File: config.mk
export PLATFORM = sky130hd
export DESIGN_NAME = double_ended_queue
export DESIGN_NICKNAME = d
export VERILOG_FILES = /design/src/hw/rtl/deq_pkg.sv /design/src/hw/rtl/double_ended_queue.sv
export SDC_FILE = /design/constraint.sdc
export NUM_CORES = 1
export LEC_CHECK = 0
export BUFFER_PORTS_ARGS = -buffer_cell sky130_fd_sc_hd__buf_2
export CAP_MARGIN = 40
export CORE_ASPECT_RATIO = 0.8
export CORE_UTILIZATION = 45
export CTS_CLUSTER_DIAMETER = 50
export DETAILED_ROUTE_END_ITERATION = 8
export HOLD_SLACK_MARGIN = 0.03
export PLACE_DENSITY = 0.67
export SYNTH_ARGS = -nofsm -noshare
export SYNTH_HDL_FRONTEND = slang
export SYNTH_SLANG_ARGS = --single-unit
File: constraint.sdc
create_clock -name clk -period 5.23 [get_ports clk]
set_input_delay 0.2615 -clock clk [delete_from_list [all_inputs] [get_ports clk]]
set_output_delay 0.2615 -clock clk [all_outputs]
set_load 0.01 [all_outputs]
File: src/hw/rtl/deq_pkg.sv
// ---------------------------------------------------------------------------
// Double-ended queue package
// Operation and status codes plus the transaction payload types shared by the
// queue design.
// ---------------------------------------------------------------------------
package deq_pkg;

    localparam int VALUE_W = 32;

    typedef enum logic [2:0] {
        OP_PUSH_FRONT = 3'd0,
        OP_PUSH_BACK  = 3'd1,
        OP_POP_FRONT  = 3'd2,
        OP_POP_BACK   = 3'd3,
        OP_LIST       = 3'd4
    } op_t;

    typedef enum logic [1:0] {
        ST_OK    = 2'd0,
        ST_EMPTY = 2'd1,
        ST_FULL  = 2'd2
    } status_t;

    typedef enum logic {
        FSM_IDLE,
        FSM_EMIT
    } fsm_t;

    typedef struct packed {
        op_t                        operation;
        logic signed [VALUE_W-1:0]  value;
    } cmd_t;

    typedef struct packed {
        logic signed [VALUE_W-1:0]  value_res;
        status_t                    status;
        logic                       last;
    } res_t;

endpackage

File: src/hw/rtl/double_ended_queue.sv
// ---------------------------------------------------------------------------
// Double-ended queue
// A push writes the memory when accepted, then queues its result. A pop or
// list step reads the memory into a data register and then the result
// register. No command is taken until the last result is queued. A list of
// N entries gives N results, one read per cycle while results are taken.
// Reset empties the queue at once; the ring memory needs no clearing pass.
// ---------------------------------------------------------------------------
module double_ended_queue
    import deq_pkg::*;
#(
    parameter int DEPTH = 16
)
(
    input  logic clk,
    input  logic rst_n,
    input  logic cmd_valid,
    output logic cmd_ready,
    input  cmd_t cmd,
    output logic res_valid,
    input  logic res_ready,
    output res_t res
);

    localparam int PW = (DEPTH > 1) ? $clog2(DEPTH) : 1;
    localparam int CW = $clog2(DEPTH + 1);

    function automatic logic [PW-1:0] ring_add(input logic [PW-1:0] a,
                                               input logic [PW-1:0] b);
        logic [PW:0] s;
        s = {1'b0, a} + {1'b0, b};
        if (s >= (PW+1)'(DEPTH))
        begin
            s = s - (PW+1)'(DEPTH);
        end
        return s[PW-1:0];
    endfunction

    logic [VALUE_W-1:0] ring_mem [DEPTH];
    logic [VALUE_W-1:0] rd_data_reg;

    fsm_t               state_reg, state_next;
    logic [PW-1:0]      front_reg, front_next;
    logic [CW-1:0]      count_reg, count_next;
    logic [CW-1:0]      rem_reg, rem_next;
    logic [PW-1:0]      off_reg, off_next;
    status_t            pend_status_reg, pend_status_next;
    logic               pend_mem_reg, pend_mem_next;
    logic               res_valid_reg, res_valid_next;
    res_t               res_reg, res_next;

    logic               wr_en;
    logic [PW-1:0]      wr_addr;
    logic               rd_en;
    logic [PW-1:0]      rd_addr;
    logic               is_full;
    logic               is_empty;
    logic               out_free;

    assign is_full   = (count_reg == CW'(DEPTH));
    assign is_empty  = (count_reg == '0);
    assign out_free  = !res_valid_reg || res_ready;
    assign res_valid = res_valid_reg;
    assign res       = res_reg;

    always_ff @(posedge clk)
    begin
        if (wr_en)
        begin
            ring_mem[wr_addr] <= cmd.value;
        end
        if (rd_en)
        begin
            rd_data_reg <= ring_mem[rd_addr];
        end
    end

    always_ff @(posedge clk or negedge rst_n)
    begin
        if (!rst_n)
        begin
            state_reg     <= FSM_IDLE;
            front_reg     <= '0;
            count_reg     <= '0;
            rem_reg       <= '0;
            off_reg       <= '0;
            res_valid_reg <= 1'b0;
        end
        else
        begin
            state_reg     <= state_next;
            front_reg     <= front_next;
            count_reg     <= count_next;
            rem_reg       <= rem_next;
            off_reg       <= off_next;
            res_valid_reg <= res_valid_next;
        end
    end

    always_ff @(posedge clk)
    begin
        pend_status_reg <= pend_status_next;
        pend_mem_reg    <= pend_mem_next;
        res_reg         <= res_next;
    end

    always_comb
    begin
        state_next       = state_reg;
        front_next       = front_reg;
        count_next       = count_reg;
        rem_next         = rem_reg;
        off_next         = off_reg;
        pend_status_next = pend_status_reg;
        pend_mem_next    = pend_mem_reg;
        res_valid_next   = res_valid_reg && !res_ready;
        res_next         = res_reg;
        wr_en            = 1'b0;
        wr_addr          = ring_add(front_reg, PW'(count_reg));
        rd_en            = 1'b0;
        rd_addr          = front_reg;
        cmd_ready        = 1'b0;

        case (state_reg)
            FSM_IDLE:
            begin
                cmd_ready = 1'b1;
                if (cmd_valid)
                begin
                    rem_next      = CW'(1);
                    off_next      = PW'(1);
                    pend_mem_next = 1'b0;
                    case (cmd.operation)
                        OP_PUSH_FRONT, OP_PUSH_BACK:
                        begin
                            state_next = FSM_EMIT;
                            if (is_full)
                            begin
                                pend_status_next = ST_FULL;
                            end
                            else
                            begin
                                pend_status_next = ST_OK;
                                wr_en            = 1'b1;
                                count_next       = count_reg + CW'(1);
                                if (cmd.operation == OP_PUSH_FRONT)
                                begin
                                    front_next = (front_reg == '0) ? PW'(DEPTH - 1)
                                                                   : front_reg - PW'(1);
                                    wr_addr    = front_next;
                                end
                            end
                        end
                        OP_POP_FRONT, OP_POP_BACK:
                        begin
                            state_next = FSM_EMIT;
                            if (is_empty)
                            begin
                                pend_status_next = ST_EMPTY;
                            end
                            else
                            begin
                                pend_status_next = ST_OK;
                                pend_mem_next    = 1'b1;
                                rd_en            = 1'b1;
                                count_next       = count_reg - CW'(1);
                                if (cmd.operation == OP_POP_FRONT)
                                begin
                                    front_next = ring_add(front_reg, PW'(1));
                                end
                                else
                                begin
                                    rd_addr = ring_add(front_reg, PW'(count_reg - CW'(1)));
                                end
                            end
                        end
                        OP_LIST:
                        begin
                            state_next = FSM_EMIT;
                            if (is_empty)
                            begin
                                pend_status_next = ST_EMPTY;
                            end
                            else
                            begin
                                pend_status_next = ST_OK;
                                pend_mem_next    = 1'b1;
                                rd_en            = 1'b1;
                                rem_next         = count_reg;
                            end
                        end
                        default:
                        begin
                            state_next = FSM_IDLE;
                        end
                    endcase
                end
            end
            FSM_EMIT:
            begin
                if (out_free)
                begin
                    res_valid_next      = 1'b1;
                    res_next.value_res  = pend_mem_reg ? rd_data_reg : '0;
                    res_next.status     = pend_status_reg;
                    res_next.last       = (rem_reg == CW'(1));
                    if (rem_reg == CW'(1))
                    begin
                        state_next = FSM_IDLE;
                    end
                    else
                    begin
                        rd_en    = 1'b1;
                        rd_addr  = ring_add(front_reg, off_reg);
                        off_next = off_reg + PW'(1);
                        rem_next = rem_reg - CW'(1);
                    end
                end
            end
            default:
            begin
                state_next = FSM_IDLE;
            end
        endcase
    end

endmodule
## Word-level counts from Yosys, hierarchy flattened

Memory sizes are Yosys's and may differ from the RTL's. A register that Yosys moved wholly into a read port is not among the register bits.
Cells that the tools add are included.

- Register bits: 58
- Bits in writable memories: 512
- Bits of input ports: 39
- Output and inout bits: 37
- Word-level logic and storage cells: 119
- Memories kept: 1

- Add/sub/neg operators: 13
- Order comparisons: 4
- Equal/unequal tests: 13
- Multiplexer cells: 57
- Bitwise logic cells: 1
- Reductions and logical operators: 19

Memory list:

| name | depth | width | rd ports | clocked after Yosys merged registers in | write ports | line | RTL |
|---|---|---|---|---|---|---|---|
| ring_mem | 16 | 32 | 1 | 1 | 1 | double_ended_queue.sv:39 | `logic [VALUE_W-1:0] ring_mem [DEPTH];` |

Operators by type and width:

| operator | count |
|---|---|
| two-way mux 4 bit | 23 |
| two-way mux 5 bit | 7 |
| case mux 4 bit (2 select lines) | 3 |
| >= comparator 5 bit, second input constant | 4 |
| case mux 5 bit (2 select lines) | 2 |
| subtractor 4 x 1 -> 4 bit, second input constant | 5 |
| two-way mux 1 bit | 18 |
| adder 4 x 4 -> 5 bit | 3 |
| inequality test 2 bit, second input constant | 6 |
| subtractor 5 x 1 -> 5 bit, second input constant | 2 |
| AND reduction 7 bit | 1 |
| == test 3 x 2 -> 1 bit, second input constant | 2 |
| AND reduction 3 bit | 2 |
| adder 4 x 1 -> 5 bit, second input constant | 1 |
| adder 5 x 1 -> 5 bit, second input constant | 1 |
| == test 5 x 1 -> 1 bit, second input constant | 1 |
| == test 5 bit, second input constant | 1 |
| logical NOT 5 bit | 1 |
| AND reduction 5 bit | 1 |
| OR reduction 5 bit | 1 |
| adder 4 x 1 -> 4 bit, second input constant | 1 |
| logical NOT 4 bit | 1 |
| case mux 1 bit (2 select lines) | 2 |
| case mux 2 bit (2 select lines) | 1 |
| other kinds (13) | 17 |

## Depth between registers and ports, before layout

- Depth in word-level cells: 9
- Depth in mapped cells: 14
- Gate-level depth less buffers: 11

## Worst setup path before layout

No wires, ideal clock.

- Path kind: reg2reg
- Start: reg count_reg[0]
- End: mem ring_mem[0][0], enable pin
- Library setup time: 0.421 ns
- Data arrival time: 3.282 ns
- Data required time: 4.809 ns
- Path slack: 1.527 ns
- Cell stages (with the launch flop): 9
- Path buffers: 1
- Clock period less this slack: 3.703 ns
- Cells stage by stage: dfrtp_1 > inv_1 > ha_1 > a311o_1 > or2_2 > clkbuf_1 > o21ai_0 > nand3_1 > nor2_1

- Word-level cells in the longest chain between the ends: 8
- Elaborated cells on any way between the ends: 16
- Classes of those cells: add/sub: 2; order compare: 1; eq/ne: 1; mux: 12

RTL lines:

| element | line | RTL |
|---|---|---|
| start: declaration | double_ended_queue.sv:44 | `logic [CW-1:0] count_reg, count_next;` |
| start signal: assignment | double_ended_queue.sv:93 | `count_reg <= count_next;` |
| adder 4 x 4 -> 5 bit | double_ended_queue.sv:31 | `s = {1'b0, a} + {1'b0, b};` |
| subtractor 4 x 1 -> 4 bit / >= comparator 5 bit (equally long branches) | double_ended_queue.sv:34, double_ended_queue.sv:32 |  |
| two-way mux 4 bit | double_ended_queue.sv:32 | `if (s >= (PW+1)'(DEPTH))` |
| two-way mux 4 bit | double_ended_queue.sv:146 | `if (cmd.operation == OP_PUSH_FRONT)` |
| two-way mux 4 bit | double_ended_queue.sv:137 | `if (is_full)` |
| two-way mux 4 bit | double_ended_queue.sv:133 | `case (cmd.operation)` |
| two-way mux 4 bit | double_ended_queue.sv:128 | `if (cmd_valid)` |
| two-way mux 4 bit | double_ended_queue.sv:124 | `case (state_reg)` |
| end: declaration | double_ended_queue.sv:39 |  |

Several ways; a longest one is shown, not always the timed one.

## Final worst setup path

- Start: reg count_reg[1]
- End: reg rd_data_reg[30] (read register of ring_mem) (data pin)

- Word-level cells in the longest chain between the ends: 9
- Elaborated cells on any way between the ends: 15
- Classes of those cells: add/sub: 3; order compare: 1; mux: 10; reduce/logical: 1

RTL lines:

| element | line | RTL |
|---|---|---|
| subtractor 5 x 1 -> 5 bit | double_ended_queue.sv:173 | `rd_addr = ring_add(front_reg, PW'(count_reg - CW'(1)));` |
| adder 4 x 4 -> 5 bit | double_ended_queue.sv:31 |  |
| subtractor 4 x 1 -> 4 bit / >= comparator 5 bit (equally long branches) | double_ended_queue.sv:34, double_ended_queue.sv:32 |  |
| two-way mux 4 bit | double_ended_queue.sv:32 |  |
| two-way mux 4 bit | double_ended_queue.sv:167 | `if (cmd.operation == OP_POP_FRONT)` |
| two-way mux 4 bit | double_ended_queue.sv:157 | `if (is_empty)` |
| two-way mux 4 bit | double_ended_queue.sv:133 |  |
| two-way mux 4 bit | double_ended_queue.sv:128 |  |
| case mux 4 bit (2 select lines) | double_ended_queue.sv:124 |  |
| end: declaration | double_ended_queue.sv:40 | `logic [VALUE_W-1:0] rd_data_reg;` |

Several ways; a longest one is shown, not always the timed one.
A chain may end at the register's enable or synchronous reset.

==> summary.txt <==
Status = complete, no violations
Largest net degree at the start of global routing = 65
Fin. max-slew vios = 0
Mapped Cells = 1,436
DP Area = 25,900 µm²
Int Power = 11.3 mW
Clk Latency, worst-skew pair = 0.62 ns
CP required = 5.55 ns
Drt wl/cell = 23.0 µm
TritonCTS Buffers = 57
Die height = 212 µm
Synth area leaders = edfxtp_1 (70%), mux2i_1 (10%), mux2_2 (2.2%)
Period utilization = 75.7%
Switch Pwr = 6.36 mW
Fin area = 28,200 µm²
Arr. time, crit path = 4.28 ns
DR vias/cell = 5.52
Hold buffer count at cts = 35
Router iterations before antenna repair = 5
Final count of negative-setup-slack endpoints = 0
Final min period = 3.96 ns
Gr ovfl total = 0
DIE AREA = 56,100 µm²
Worst Setup End Kind = flop
Slew @ Worst Pin = 0.841 ns
CP top delay family = compound AO/OA/AOI/OAI gates
Sink Count = 602
Setup bufs post-CTS = 0
Synth top area share = 70.4%
CTS resizes = 0
Max-Cap Viols = 0
Number of synthesized flops with an enable pin = 582
Core ar. = 54,100 µm²
Worst IR drop on VDD = 0.570 mV
Final WL = 53,400 µm
Crit-path cells = inv_1 -> ha_1 -> or4b_1 -> and3_4 -> o311ai_4 -> buf_4 -> mux2_2 -> o21ai_0 -> a221oi_2
Initial Util = 45.9%
Initial antenna violation count = 1
Seq pwr share = 34.7%
Routability Congestion = 0.818
Synth area leader = edfxtp_1
DRC = 0
Clock Tree Buf Depth = 3
Clk slew on worst S/H paths = 0.06 ns
Clk network pwr share = 23.3%
First-pass GRT wire length = 79,700 µm
Syn avg cell area = 17.3 µm²
Worst-path maximum fanout = 34
Post-DP HPWL = 29,700 µm
Vias in the first global route = 12.8k
Synth cell types = 54
YS warnings = 0
Row Count = 76
Gr usage total = 19.2%
Setup TNS = 0 ns
I/O pin count = 76
RSZ-0062 raised after global routing = false
FFs w/ async S/R, synth = 3.32%
CTS tree = yes
Flops & latches, synth = 602
Crit start category = flop
Slew HR = 43.8%
Peak Freq = 253 MHz
Leakage power = 10.1 nW
FILL cells = 4,264
Final #Nets = 1,631
Layout cell share with drive strength beyond 1 = 19.1%
Syn_nets = 1,495
Sequential share of the synthesized area = 72.4%
Worst setup path class = flop to flop
Area Growth Syn to Fin = 13.5%
Clk_skew = 0.0188 ns
Clock root buffer = clkbuf_16
H-Tree Depth = 2
Post-synth top cells = edfxtp_1 (582), mux2i_1 (258), nand2_1 (91), mux2_2 (48), o21ai_0 (44)
Post-detailed-route count of antenna-violating nets = 0
Max FFs per register = 512
DR iter-0 viols = 1,159
Die Span X = 265 µm
HP Class = input port to flop
Via total after detailed routing = 12.8k
I/O Buffers = 75
Top_reg_cell synth = edfxtp_1
Final Hold Vio Count = 0
Pwr dens = 627 nW/µm²
Gate power share = 42.0%
Crit-path slowest cell = o311ai_4
Count leader, synth = edfxtp_1
Crit-path max cell delay = 0.73 ns
Sw frac = 36.0%
Mapped cell area = 24,800 µm²
Buf/Inv on CP = 2
-- worst reg2reg max path: stages, from the launching register on --
cell	delay (ns)
dfrtp_1	0.47
inv_1	0.14
ha_1	0.23
or4b_1	0.57
and3_4	0.23
o311ai_4	0.73
buf_4	0.60
mux2_2	0.40
o21ai_0	0.21
a221oi_2	0.09
-- cells by family (layout without fill, tap and decap cells) --
kind of cell,count (synthesis),count (layout),share of synthesized area (%)
buffers and inverters,91,274,3.17
adder cells (fa/ha/maj),20,20,1.10
AND/OR/NAND/NOR,197,197,3.72
multiplexers,322,322,13.3
other,0,1,0
AO/OA/AOI/OAI,185,185,5.58
flip-flops,602,602,72.4
XOR/XNOR,19,19,0.671
-- per-layer routing --
layer	part of all wire, %	vias to the layer above	track usage (%)
li1	-	5862	-
met1	46	6496	28.1
met2	46	377	29.7
met3	5.6	76	2.85
met4	2.0	0	5.91
met5	0	-	0
-- per-stage QoR --
step	worst slack [ns]	hold WS (ns)	std cells	util, %	total power [mW]
final	1.27	0.137	2322	52.0	17.7
after global routing	1.09	0.140	2321	52.0	18.6
after CTS	1.29	0.0884	2321	52.0	17.8
after detailed placement	1.28	0.254	2180	48.0	13.6
after global placement	1.37	0.249	2176	47.8	13.4
after floorplan	1.53	-0.0341	1436	-	12.3
-- cell type report --
type	count	area, µm²	share of cell area, %
Sequential cell	602	18000	63.8
Multi-Input combinational cell	743	6210	22.1
Clock buffer	66	1480	5.26
Timing Repair Buffer	152	1170	4.15
Tap cell	702	878	3.12
Clock inverter	40	382	1.36
Inverter	16	60.1	0.213
Antenna cell	1	2.50	0.00889
-- power by group through the flow --
stage | Combinational, mW | Sequential [mW] | Clock (mW)
6_report | 7.41 | 6.13 | 4.12
5_1_grt | 8.01 | 6.17 | 4.38
4_1_cts | 7.45 | 6.13 | 4.21
3_5_place_dp | 7.42 | 6.23 | 0
3_3_place_gp | 7.17 | 6.22 | 0
2_1_floorplan | 6.09 | 6.19 | 0
-- final timing paths --
| check | from | end | slack (ns) | cells after the start |
|---|---|---|---|---|
| max reg2reg | count_reg[1]$_DFFE_PN0P_ | rd_data_reg[30]$_DFFE_PP_ | 1.27 | 9 |
| min | cmd[34] | pend_status_reg[0]$_SDFFCE_PP0P_ | 0.14 | 2 |
| max in group asynchronous | rst_n | off_reg[0]$_DFFE_PN0P_ | 4.73 | 2 |
| min reg2reg | pend_status_reg[0]$_SDFFCE_PP0P_ | res[1]$_DFFE_PP_ | 0.42 | 0 |
| max | count_reg[1]$_DFFE_PN0P_ | rd_data_reg[30]$_DFFE_PP_ | 1.27 | 9 |
| min in group asynchronous | rst_n | rem_reg[4]$_DFFE_PN0P_ | 0.15 | 2 |
-- placed cells by master, fill, tap and decap left out, drive strengths merged, types with 8 or more instances in the layout --
master / instances
nand3: 10
xnor2: 11
dlygate4sd3: 35
inv: 20
nor2: 34
ha: 17
buf: 117
nand2: 91
a221oi: 32
dfrtp: 20
o21ai: 75
clkinv: 29
a21oi: 21
o22ai: 34
xor2: 8
mux2i: 258
clkbuf: 66
edfxtp: 582
mux2: 64
and2: 34
(Power assumes the default switching activity.)
